===== src/design/kab_pkg.sv =====
// Shared types, register codes, reset values and saturation helpers of the angle/bias filter.
package kab_pkg;

  typedef struct packed {
    logic signed [31:0] angle_meas;
    logic signed [31:0] gyro_meas;
  } in_t;

  typedef struct packed {
    logic signed [31:0] angle_est;
    logic signed [31:0] rate_est;
  } out_t;

  typedef struct packed {
    logic        start;
    logic [49:0] a;
    logic [47:0] b;
  } mul_req_t;

  typedef struct packed {
    logic        start;
    logic [47:0] num;
    logic [48:0] den;
  } div_req_t;

  localparam logic [2:0] CFG_STEP_TIME   = 3'd0;
  localparam logic [2:0] CFG_ANGLE_NOISE = 3'd1;
  localparam logic [2:0] CFG_BIAS_NOISE  = 3'd2;
  localparam logic [2:0] CFG_MEAS_NOISE  = 3'd3;

  localparam logic [31:0] STEP_TIME_RST   = 32'd21474836;
  localparam logic [46:0] ANGLE_NOISE_RST = 47'd10995116278;
  localparam logic [46:0] BIAS_NOISE_RST  = 47'd109951163;
  localparam logic [46:0] MEAS_NOISE_RST  = 47'd10995116277760;
  localparam logic signed [47:0] COV_ONE  = 48'sd1099511627776;

  function automatic logic signed [31:0] sat32(input logic signed [59:0] v);
    logic signed [31:0] r;
    if (v > 60'sd2147483647) begin
      r = 32'sh7FFF_FFFF;
    end else if (v < -60'sd2147483648) begin
      r = 32'sh8000_0000;
    end else begin
      r = v[31:0];
    end
    return r;
  endfunction

  function automatic logic signed [47:0] sat48(input logic signed [59:0] v);
    logic signed [47:0] r;
    if (v > 60'sd140737488355327) begin
      r = 48'sh7FFF_FFFF_FFFF;
    end else if (v < -60'sd140737488355328) begin
      r = 48'sh8000_0000_0000;
    end else begin
      r = v[47:0];
    end
    return r;
  endfunction

endpackage


===== src/design/kab_mul.sv =====
// Bit-serial shift-add multiplier, one multiplier bit per cycle.
module kab_mul (
  input  logic             clk_i,
  input  logic             rst_ni,
  input  kab_pkg::mul_req_t req_i,
  output logic             done_o,
  output logic [97:0]      prod_o
);

  logic [97:0] p_q, p_d;
  logic [49:0] a_q;
  logic [47:0] b_q;
  logic [5:0]  cnt_q;
  logic        busy_q;
  logic [50:0] sum;

  assign sum  = {1'b0, p_q[97:48]} + (b_q[0] ? {1'b0, a_q} : 51'd0);
  assign p_d  = {sum, p_q[47:1]};
  assign prod_o = p_q;

  always_ff @(posedge clk_i or negedge rst_ni) begin
    if (!rst_ni) begin
      busy_q <= 1'b0;
      cnt_q  <= '0;
      done_o <= 1'b0;
    end else begin
      done_o <= 1'b0;
      if (req_i.start) begin
        busy_q <= 1'b1;
        cnt_q  <= 6'd48;
      end else if (busy_q) begin
        cnt_q <= cnt_q - 6'd1;
        if (cnt_q == 6'd1) begin
          busy_q <= 1'b0;
          done_o <= 1'b1;
        end
      end
    end
  end

  always_ff @(posedge clk_i) begin
    if (req_i.start) begin
      p_q <= '0;
      a_q <= req_i.a;
      b_q <= req_i.b;
    end else if (busy_q) begin
      p_q <= p_d;
      b_q <= {1'b0, b_q[47:1]};
    end
  end

endmodule


===== src/design/kab_div.sv =====
// Restoring divider for Q7.40 gains, one quotient bit per cycle, saturating.
module kab_div (
  input  logic             clk_i,
  input  logic             rst_ni,
  input  kab_pkg::div_req_t req_i,
  output logic             done_o,
  output logic [46:0]      quot_o
);

  logic [48:0] rem_q, den_q;
  logic [47:0] sh_q, q_q;
  logic [5:0]  cnt_q;
  logic        busy_q, ovf_q;
  logic [49:0] t;
  logic        ge;
  logic [49:0] diff;

  assign t    = {rem_q, sh_q[47]};
  assign ge   = t >= {1'b0, den_q};
  assign diff = t - {1'b0, den_q};
  assign quot_o = ovf_q ? {47{1'b1}} : q_q[46:0];

  always_ff @(posedge clk_i or negedge rst_ni) begin
    if (!rst_ni) begin
      busy_q <= 1'b0;
      cnt_q  <= '0;
      done_o <= 1'b0;
    end else begin
      done_o <= 1'b0;
      if (req_i.start) begin
        busy_q <= 1'b1;
        cnt_q  <= 6'd48;
      end else if (busy_q) begin
        cnt_q <= cnt_q - 6'd1;
        if (cnt_q == 6'd1) begin
          busy_q <= 1'b0;
          done_o <= 1'b1;
        end
      end
    end
  end

  always_ff @(posedge clk_i) begin
    if (req_i.start) begin
      ovf_q <= {req_i.den, 7'd0} <= {8'd0, req_i.num};
      den_q <= req_i.den;
      rem_q <= {9'd0, req_i.num[47:8]};
      sh_q  <= {req_i.num[7:0], 40'd0};
      q_q   <= '0;
    end else if (busy_q) begin
      rem_q <= ge ? diff[48:0] : t[48:0];
      sh_q  <= {sh_q[46:0], 1'b0};
      q_q   <= {q_q[46:0], ge};
    end
  end

endmodule


===== src/design/kalman_angle_bias_filter.sv =====
// Top level of the two-state angle and gyro-bias Kalman filter with its step sequencer.
//
//   channel  | valid        | stall        | payload
//   input    | in_valid_i   | in_stall_o   | in_data_i  (angle_meas, gyro_meas)
//   output   | out_valid_o  | out_stall_i  | out_data_o (angle_est, rate_est)
//   config   | cfg_we_i     | none         | cfg_idx_i, cfg_data_i
//
// An item runs from its accept to its result through ten serial multiplies and
// one gain divide, each started and then written back; the gain divide runs two
// dividers in parallel. When the innovation variance is not positive the divide
// is skipped. All multiplies use the one shared bit-serial multiplier.
// Reset restores the registers and the filter state at once.
// The next item is taken while a finished result waits under a stall.
module kalman_angle_bias_filter (
  input  logic          clk_i,
  input  logic          rst_ni,
  input  logic          in_valid_i,
  output logic          in_stall_o,
  input  kab_pkg::in_t  in_data_i,
  output logic          out_valid_o,
  input  logic          out_stall_i,
  output kab_pkg::out_t out_data_o,
  input  logic          cfg_we_i,
  input  logic [2:0]    cfg_idx_i,
  input  logic [46:0]   cfg_data_i
);

  typedef enum logic [3:0] {
    ST_IDLE = 4'b0001,
    ST_MUL  = 4'b0010,
    ST_DIV  = 4'b0100,
    ST_OUT  = 4'b1000
  } state_e;

  typedef enum logic [3:0] {
    OP_RATE_DT, OP_X_DT, OP_P11_DT, OP_QB_DT, OP_K1_P00,
    OP_K1_P01, OP_K0_P00, OP_K0_P01, OP_K0_ERR, OP_K1_ERR
  } op_e;

  state_e state_q;
  op_e    op_q;
  logic   go_q;

  logic [31:0] dt_q;
  logic [46:0] qa_q, qb_q, r_q;
  logic signed [31:0] angle_q, bias_q, am_q, gm_q;
  logic signed [47:0] c00_q, c01_q, c10_q, c11_q;
  logic signed [32:0] err_q;
  logic [46:0] k0_q, k1_q;
  logic        k0n_q, k1n_q;

  kab_pkg::mul_req_t mreq;
  kab_pkg::div_req_t dreq0, dreq1;
  logic        mdone, ddone0, ddone1;
  logic [97:0] prod;
  logic [46:0] quot0, quot1;

  logic signed [31:0] rate_now;
  logic signed [50:0] opnd;
  logic [49:0] opnd_mag;
  logic        use_k, ksel, sub, neg, s40;
  logic signed [59:0] base, rs, sum, sum_b;
  logic [98:0] rnd_sum;
  logic [57:0] r_mag;
  logic signed [31:0] wb32;
  logic signed [47:0] wb48, wb48_b;
  logic signed [49:0] e_sum;
  logic        e_pos;
  logic        out_load;

  assign rate_now = kab_pkg::sat32(60'(gm_q) - 60'(bias_q));

  always_comb begin
    opnd  = '0;
    use_k = 1'b0;
    ksel  = 1'b0;
    sub   = 1'b0;
    base  = '0;
    case (op_q)
      OP_RATE_DT: begin
        opnd = 51'(rate_now);
        base = 60'(angle_q);
      end
      OP_X_DT: begin
        opnd = 51'($signed({1'b0, qa_q})) - 51'(c01_q) - 51'(c10_q);
        base = 60'(c00_q);
      end
      OP_P11_DT: begin
        opnd = 51'(c11_q);
        base = 60'(c01_q);
        sub  = 1'b1;
      end
      OP_QB_DT: begin
        opnd = 51'($signed({1'b0, qb_q}));
        base = 60'(c11_q);
      end
      OP_K1_P00: begin
        opnd = 51'(c00_q); use_k = 1'b1; ksel = 1'b1; base = 60'(c10_q); sub = 1'b1;
      end
      OP_K1_P01: begin
        opnd = 51'(c01_q); use_k = 1'b1; ksel = 1'b1; base = 60'(c11_q); sub = 1'b1;
      end
      OP_K0_P00: begin
        opnd = 51'(c00_q); use_k = 1'b1; base = 60'(c00_q); sub = 1'b1;
      end
      OP_K0_P01: begin
        opnd = 51'(c01_q); use_k = 1'b1; base = 60'(c01_q); sub = 1'b1;
      end
      OP_K0_ERR: begin
        opnd = 51'(err_q); use_k = 1'b1; base = 60'(angle_q);
      end
      OP_K1_ERR: begin
        opnd = 51'(err_q); use_k = 1'b1; ksel = 1'b1; base = 60'(bias_q);
      end
      default: begin
        opnd = '0;
      end
    endcase
  end

  assign opnd_mag = opnd[50] ? 50'(-opnd) : opnd[49:0];
  assign s40      = use_k;
  assign neg      = opnd[50] ^ (use_k & (ksel ? k1n_q : k0n_q));

  assign mreq.start = (state_q == ST_MUL) && !go_q;
  assign mreq.a     = opnd_mag;
  assign mreq.b     = use_k ? {1'b0, (ksel ? k1_q : k0_q)} : {16'd0, dt_q};

  assign rnd_sum = {1'b0, prod} + (s40 ? (99'd1 << 39) : (99'd1 << 31));
  assign r_mag   = s40 ? rnd_sum[97:40] : rnd_sum[89:32];
  assign rs      = neg ? -$signed({2'b00, r_mag}) : $signed({2'b00, r_mag});
  assign sum     = sub ? base - rs : base + rs;
  assign sum_b   = 60'(c10_q) - rs;
  assign wb32    = kab_pkg::sat32(sum);
  assign wb48    = kab_pkg::sat48(sum);
  assign wb48_b  = kab_pkg::sat48(sum_b);

  assign e_sum = $signed({3'b000, r_q}) + 50'(c00_q);
  assign e_pos = !e_sum[49] && (e_sum != '0);

  assign dreq0.start = (state_q == ST_DIV) && !go_q && e_pos;
  assign dreq0.num   = c00_q[47] ? 48'(-c00_q) : c00_q;
  assign dreq0.den   = e_sum[48:0];
  assign dreq1.start = dreq0.start;
  assign dreq1.num   = c10_q[47] ? 48'(-c10_q) : c10_q;
  assign dreq1.den   = e_sum[48:0];

  kab_mul u_mul (.clk_i, .rst_ni, .req_i(mreq), .done_o(mdone), .prod_o(prod));
  kab_div u_div0 (.clk_i, .rst_ni, .req_i(dreq0), .done_o(ddone0), .quot_o(quot0));
  kab_div u_div1 (.clk_i, .rst_ni, .req_i(dreq1), .done_o(ddone1), .quot_o(quot1));

  assign in_stall_o = (state_q != ST_IDLE);
  assign out_load   = (state_q == ST_OUT) && (!out_valid_o || !out_stall_i);

  always_ff @(posedge clk_i or negedge rst_ni) begin
    if (!rst_ni) begin
      state_q     <= ST_IDLE;
      op_q        <= OP_RATE_DT;
      go_q        <= 1'b0;
      out_valid_o <= 1'b0;
      dt_q        <= kab_pkg::STEP_TIME_RST;
      qa_q        <= kab_pkg::ANGLE_NOISE_RST;
      qb_q        <= kab_pkg::BIAS_NOISE_RST;
      r_q         <= kab_pkg::MEAS_NOISE_RST;
      angle_q     <= '0;
      bias_q      <= '0;
      c00_q       <= kab_pkg::COV_ONE;
      c01_q       <= '0;
      c10_q       <= '0;
      c11_q       <= kab_pkg::COV_ONE;
      k0_q        <= '0;
      k1_q        <= '0;
      k0n_q       <= 1'b0;
      k1n_q       <= 1'b0;
    end else begin
      if (cfg_we_i) begin
        case (cfg_idx_i)
          kab_pkg::CFG_STEP_TIME:   dt_q <= cfg_data_i[31:0];
          kab_pkg::CFG_ANGLE_NOISE: qa_q <= cfg_data_i;
          kab_pkg::CFG_BIAS_NOISE:  qb_q <= cfg_data_i;
          kab_pkg::CFG_MEAS_NOISE:  r_q  <= cfg_data_i;
          default: ;
        endcase
      end
      if (out_load) begin
        out_valid_o <= 1'b1;
      end else if (out_valid_o && !out_stall_i) begin
        out_valid_o <= 1'b0;
      end
      case (state_q)
        ST_IDLE: begin
          if (in_valid_i) begin
            state_q <= ST_MUL;
            op_q    <= OP_RATE_DT;
            go_q    <= 1'b0;
          end
        end
        ST_MUL: begin
          if (!go_q) begin
            go_q <= 1'b1;
          end else if (mdone) begin
            go_q <= 1'b0;
            op_q <= op_e'(4'(op_q) + 4'd1);
            case (op_q)
              OP_RATE_DT: angle_q <= wb32;
              OP_X_DT:    c00_q <= wb48;
              OP_P11_DT: begin
                c01_q <= wb48;
                c10_q <= wb48_b;
              end
              OP_QB_DT:   c11_q <= wb48;
              OP_K1_P00:  c10_q <= wb48;
              OP_K1_P01:  c11_q <= wb48;
              OP_K0_P00:  c00_q <= wb48;
              OP_K0_P01:  c01_q <= wb48;
              OP_K0_ERR:  angle_q <= wb32;
              OP_K1_ERR:  bias_q <= wb32;
              default: ;
            endcase
            if (op_q == OP_QB_DT) begin
              state_q <= ST_DIV;
            end else if (op_q == OP_K1_ERR) begin
              state_q <= ST_OUT;
            end
          end
        end
        ST_DIV: begin
          if (!go_q) begin
            if (e_pos) begin
              go_q <= 1'b1;
            end else begin
              k0_q    <= '0;
              k1_q    <= '0;
              k0n_q   <= 1'b0;
              k1n_q   <= 1'b0;
              state_q <= ST_MUL;
            end
          end else if (ddone0 && ddone1) begin
            k0_q    <= quot0;
            k1_q    <= quot1;
            k0n_q   <= c00_q[47];
            k1n_q   <= c10_q[47];
            go_q    <= 1'b0;
            state_q <= ST_MUL;
          end
        end
        ST_OUT: begin
          if (out_load) begin
            state_q <= ST_IDLE;
          end
        end
        default: state_q <= ST_IDLE;
      endcase
    end
  end

  always_ff @(posedge clk_i) begin
    if (state_q == ST_IDLE && in_valid_i) begin
      am_q <= in_data_i.angle_meas;
      gm_q <= in_data_i.gyro_meas;
    end
    if (state_q == ST_MUL && go_q && mdone && op_q == OP_RATE_DT) begin
      err_q <= 33'(am_q) - 33'(wb32);
    end
    if (out_load) begin
      out_data_o.angle_est <= angle_q;
      out_data_o.rate_est  <= rate_now;
    end
  end

endmodule


===== config.mk =====
export PLATFORM = sky130hd
export DESIGN_NAME = kalman_angle_bias_filter
export DESIGN_NICKNAME = d
export VERILOG_FILES = /design/src/design/kab_pkg.sv /design/src/design/kab_mul.sv /design/src/design/kab_div.sv /design/src/design/kalman_angle_bias_filter.sv
export SDC_FILE = /design/constraint.sdc
export NUM_CORES = 2
export LEC_CHECK = 0
export ABC_AREA = 1
export CAP_MARGIN = 5
export CORE_UTILIZATION = 45
export CTS_CLUSTER_SIZE = 14
export DETAILED_ROUTE_END_ITERATION = 10
export DONT_BUFFER_PORTS = 1
export PLACE_DENSITY = 0.61
export SETUP_SLACK_MARGIN = 0.3
export SLEW_MARGIN = 20
export SYNTH_ARGS = -nofsm -noshare
export SYNTH_HDL_FRONTEND = slang
export SYNTH_HIERARCHICAL = 1
export SYNTH_SLANG_ARGS = --single-unit

===== constraint.sdc =====
create_clock -name clk_i -period 12.9 [get_ports clk_i]
set_input_delay 3.225 -clock clk_i [delete_from_list [all_inputs] [get_ports clk_i]]
set_output_delay 3.225 -clock clk_i [all_outputs]
set_load 0.02 [all_outputs]

After elaboration in Yosys (flattened, before gate mapping)
Index checks and enable logic that the tools add are counted.
{"block": "totals", "input_bits": 119, "ff_bits": 1175, "elab_cells": 255, "out_inout_bits": 66}
{"block": "classes", "eq_ne": 29, "order_cmp": 12, "add_sub_neg": 20, "reduce_logical": 50, "bitwise": 2, "mux": 96}
{"op": "$mux 48", "n": 12}
{"op": "$mux 47", "n": 9}
{"op": "$pmux 60 s6", "n": 1}
{"op": "$pmux 51 s7", "n": 1}
{"op": "$mux 40", "n": 5}
{"op": "$mux 32", "n": 4}
{"op": "$gt 60x48->1 const B", "n": 2}
{"op": "$lt 60x48->1 const B", "n": 2}
{"op": "$mux 60", "n": 2}
{"op": "$le 56x48->1", "n": 2}
{"op": "$ge 50x49->1", "n": 2}
{"op": "$mux 50", "n": 2}
{"op": "$add 98x40->98", "n": 1}
{"op": "$mux 49", "n": 2}
{"op": "$sub 49x49->49", "n": 2}
{"op": "$neg 48->48", "n": 2}
{"op": "$pmux 48 s2", "n": 1}
{"op": "$sub 32x32->33", "n": 2}
{"op": "$add 60x60->60", "n": 1}
{"op": "$gt 60x32->1 const B", "n": 1}
{"op": "$lt 60x32->1 const B", "n": 1}
{"op": "$neg 58->60", "n": 1}
{"op": "$sub 48x60->60", "n": 1}
{"op": "$sub 60x60->60", "n": 1}
{"op": "other kinds (46)", "n": 149}

Longest topological paths before layout
{"block": "depth", "ltp_word": 14, "mapped_depth": 86}

Hierarchy
The synthesis kept the hierarchy.
{"mod": "kalman_angle_bias_filter", "cells_each": 8158, "seq_area_each_um2": 18286.3, "area_each_um2": 57098.5, "instances": 1}
{"mod": "kab_div", "cells_each": 1798, "seq_area_each_um2": 4264.1, "area_each_um2": 12166.7, "instances": 2}
{"mod": "kab_mul", "cells_each": 1639, "seq_area_each_um2": 5104.9, "area_each_um2": 11634.9, "instances": 1}

Least setup slack after synthesis
OpenSTA, ideal clock, no wires.
{"block": "synth_timing", "kind": "flip-flop to flip-flop", "startpoint": "reg op_q[0]", "endpoint": "reg err_q[24] (data pin)", "path_buffers": 5, "stages_incl_launch_ff": 76, "arrival_ps": 10274, "slack_ps": 2373, "cell_sequence": "dfrtp_1 -> inv_1 -> ha_1 -> nand3_1 -> nand2_1 -> inv_2 -> nand2_2 -> buf_4 -> buf_2 -> buf_1 -> buf_1 -> ha_1 -> nand2_1 -> nor2_1 -> nand2_1 -> inv_1 -> nand3_2 -> nand2_4 -> [40 not listed] -> ha_1 -> inv_1 -> nor3_1 -> a21oi_1 -> o21ai_0 -> a21oi_1 -> inv_1 -> a21oi_1 -> o21ai_0 -> nand2_1 -> nand2_1 -> nand4_1 -> nand2_2 -> nand3_1 -> nand2_2 -> nand2_1 -> nand3_1 -> nand2_1"}
{"block": "synth_between", "elab_chain_len": 14, "word_cells_on_any_way": 41, "classes_between": "add/sub (5); order compare (2); eq/ne (9); mux (12); bitwise (2); reduce/logical (11)"}
{"element": "start, declared", "line_no": "kalman_angle_bias_filter.sv:41", "rtl": "op_e op_q;"}
{"element": "start signal, assigned", "line_no": "kalman_angle_bias_filter.sv:203", "rtl": "op_q <= op_e'(4'(op_q) + 4'd1);"}
{"element": "$eq 4x4->1 / $eq 4x3->1 (equally long branches)", "line_no": "kalman_angle_bias_filter.sv:79", "rtl": "case (op_q)"}
{"element": "$reduce_or 6->1 (no line)"}
{"element": "$mux 1", "line_no": "kalman_angle_bias_filter.sv:79"}
{"element": "$mux 40", "line_no": "kalman_angle_bias_filter.sv:129", "rtl": "assign rnd_sum = {1'b0, prod} + (s40 ? (99'd1 << 39) : (99'd1 << 31));"}
{"element": "$add 98x40->98", "line_no": "kalman_angle_bias_filter.sv:129"}
{"element": "$mux 58", "line_no": "kalman_angle_bias_filter.sv:130", "rtl": "assign r_mag = s40 ? rnd_sum[97:40] : rnd_sum[89:32];"}
{"element": "$neg 58->60", "line_no": "kalman_angle_bias_filter.sv:131", "rtl": "assign rs = neg ? -$signed({2'b00, r_mag}) : $signed({2'b00, r_mag});"}
{"element": "$mux 60", "line_no": "kalman_angle_bias_filter.sv:131"}
{"element": "$add 60x60->60 / $sub 60x60->60 (equally long branches)", "line_no": "kalman_angle_bias_filter.sv:132", "rtl": "assign sum = sub ? base - rs : base + rs;"}
{"element": "$mux 60 *", "line_no": "kalman_angle_bias_filter.sv:132"}
{"element": "$lt 60x32->1", "line_no": "kab_pkg.sv:41", "rtl": "end else if (v < -60'sd2147483648) begin"}
{"element": "$mux 32", "line_no": "kab_pkg.sv:41"}
{"element": "$mux 32 *", "line_no": "kab_pkg.sv:39", "rtl": "if (v > 60'sd2147483647) begin"}
{"element": "$sub 32x32->33 *", "line_no": "kalman_angle_bias_filter.sv:263", "rtl": "err_q <= 33'(am_q) - 33'(wb32);"}
{"element": "end signal, assigned", "line_no": "kalman_angle_bias_filter.sv:263"}
{"element": "end, declared", "line_no": "kalman_angle_bias_filter.sv:48", "rtl": "logic signed [32:0] err_q;"}
Mark *: on every way between the ends. The rest lies on a longest branch, timed or not.
A chain may end at the register's enable or synchronous reset.

Final worst setup path
{"block": "layout_timing", "startpoint": "reg op_q[0]", "endpoint": "reg err_q[22] (data pin)"}
Same word-level chain as after synthesis.

==> results.cfg <==
[synthesis]
syn-cell-area_sq_um = 92100
synthCells = 13300
syn-num-nets = 14000
syn_avg_cell_area_sq_um = 6.93
yosysWarnings = 6

[clocking]
numCtsBuffers = 144
post_cts_resized = 0
hold_buffers = 0
postCtsSetupBuffers = 0
clk_latency_ns = 0.87
cts_root_buf = clkbuf_16
clock-sinks = 1193
clk_path_buf_depth = 3
htreeDepth = 4
cts_tree = done
path_clk_slew_ns = 0.06

[sta]
hold_viol = 0
min_period_ns = 11.90
relSlewSlack = 0.124
finalSetupViolations = 0
clock_skew_ns = 0.0947
max_freq_mhz = 84.0
rsz0062_at_grt = no
timing.final.crit_share = 0.922
tns_ns = 0
tightest_slew_ns = 1.31
drv_slew = 0

[status]
outcome = completed

[min_path]
min_path_type = reg2reg
hold_depth = 0
min_to = out_data_o[63]
hold_path.startpoint = angle_q[31]

[detailed_routing]
ant_nets = 0
vias = 94300
wl_per_cell_um = 27.9
firstDrtPassIters = 9
drc = 0
drtIter0Drc = 12000
wl_um = 448000
avgViaCountPerCell = 5.87

[finish]
fillers = 20500
fin_cells = 16100
drive_above_1_share = 0.0588
area_growth_pct = 9.37
final_nets = 13900

[place]
placed_cells = 15800
io_buffer_count = 0
place_hpwl_um = 351000
gp_congestion = 1.11

[critical_path]
reg2reg_from = op_q[0]
cp.arrival_ns = 12.52
rr_endpoint = err_q[22]
cpMaxStageDelayCell = ha_1
crit_required_ns = 13.52
crit_path_max_fanout = 12
critPathKind = reg2reg
crit_top_cell = nand2_1
endpoint_kind = flip-flop
crit_family = simple AND/OR/NAND/NOR gates
start_kind = flip-flop
r2r_slack_ns = 1.00
max_stage_delay_ns = 0.41
reg2regPathDepth = 69
crit_buf_inv = 13

[global_route]
antenna_found_initial = 63
grt_max_degree = 560
grt.total_usage = 0.424
grt_first_pass_wirelength_um = 628000
grt_pass1_vias = 88000
grt_overflow = 0

[power]
cellLeakagePower_nw = 49.0
powerDensity_nw_per_um2 = 249
ir_worst_vdd_mv = 0.228

[floorplanning]
dieWidth_um = 454
start_util = 0.454
std_cell_rows = 165
die-area_sq_um = 207000
dieHeight_um = 454
io_pins = 185
coreArea_sq_um = 203000

[run]
drv_cap = 0
## flip-flops by register name, indices dropped and copies added (netlist names), 48 cells and up
| signal | cells |
|---|---|
| u_div0/rem_q | 49 |
| c01_q | 48 |
| c10_q | 48 |
| u_div0/den_q | 49 |
| u_mul/b_q | 48 |
| out_data_o | 64 |
| u_mul/prod_o | 67 |
| c00_q | 48 |
| u_div1/rem_q | 49 |
| u_mul/a_q | 50 |
| c11_q | 48 |
| u_div1/den_q | 49 |
## area by class of cell
cell class | instances | area [sq um] | share of cell area
multi-input combinational | 9563 | 51400 | 0.510
antenna | 43 | 108 | 0.00107
tap | 2672 | 3340 | 0.0332
clock buffer | 199 | 4030 | 0.0400
inverter | 2147 | 8070 | 0.0801
clock inverter | 70 | 1010 | 0.0100
timing repair buffer | 186 | 1510 | 0.0150
sequential | 1193 | 31300 | 0.311
## per-stage QoR
step / setup slack (ns) / area [sq um] / total power (W) / util / hold WS [ns]
3_5_place_dp: 0.614 / 95400 / 0.0200 / 0.470 / 0.449
6_report: 1.00 / 101000 / 0.0251 / 0.497 / 0.466
3_3_place_gp: 0.450 / 95300 / 0.0200 / 0.470 / 0.451
2_1_floorplan: 2.37 / 92100 / 0.0143 / - / 0.425
5_1_grt: 0.255 / 101000 / 0.0262 / 0.497 / 0.487
4_1_cts: 0.587 / 100000 / 0.0244 / 0.495 / 0.467
## worst reg2reg max path: cells and delay by family, from the launching register on
kind	cells	cell delay, ns
and+or+nand+nor	34	4.59
buffers and inverters	13	1.73
AOI/OAI and AO/OA	15	3.08
adders and majority gates	4	1.27
DFF	1	0.40
xor gates and xnor gates	3	0.66
## worst max path at each step
| stage | from | end | cells after the start | slack, ns |
|---|---|---|---|---|
| final | op_q[0] | err_q[22] | 69 | 1.00 |
| after global routing | op_q[0] | err_q[22] | 71 | 0.25 |
| after CTS | c10_q[16] | err_q[22] | 60 | 0.59 |
| after detailed placement | c10_q[10] | err_q[21] | 57 | 0.61 |
| after global placement | c10_q[10] | err_q[23] | 59 | 0.45 |
| after floorplan | op_q[0] | err_q[24] | 75 | 2.37 |
## cell usage in the layout (no fill, tap or decap), types with 60 or more instances in the layout
cell type,instances
nand2_1,3792
nor3_1,124
nor2_2,63
xnor2_1,161
nand3_1,689
clkbuf_16,146
nor2_1,933
inv_1,2092
xor2_1,296
edfxtp_1,455
dfrtp_1,507
nand4_1,235
o21ai_1,105
a21oi_1,762
ha_1,525
o21ai_0,887
a31oi_1,60
dfxtp_1,179
buf_4,178
o22ai_1,219
## per-layer routing
metal / track usage / part of all wire
met1: 0.520 / 0.39
met2: 0.628 / 0.42
met3: 0.110 / 0.096
met4: 0.344 / 0.090
met5: 0 / 0.00084
## power by group
part,switching [W],internal (W)
Clock,0.00187,0.00246
Sequential,0.000626,0.00499
Combinational,0.0111,0.00407
(Power assumes the default switching activity.)
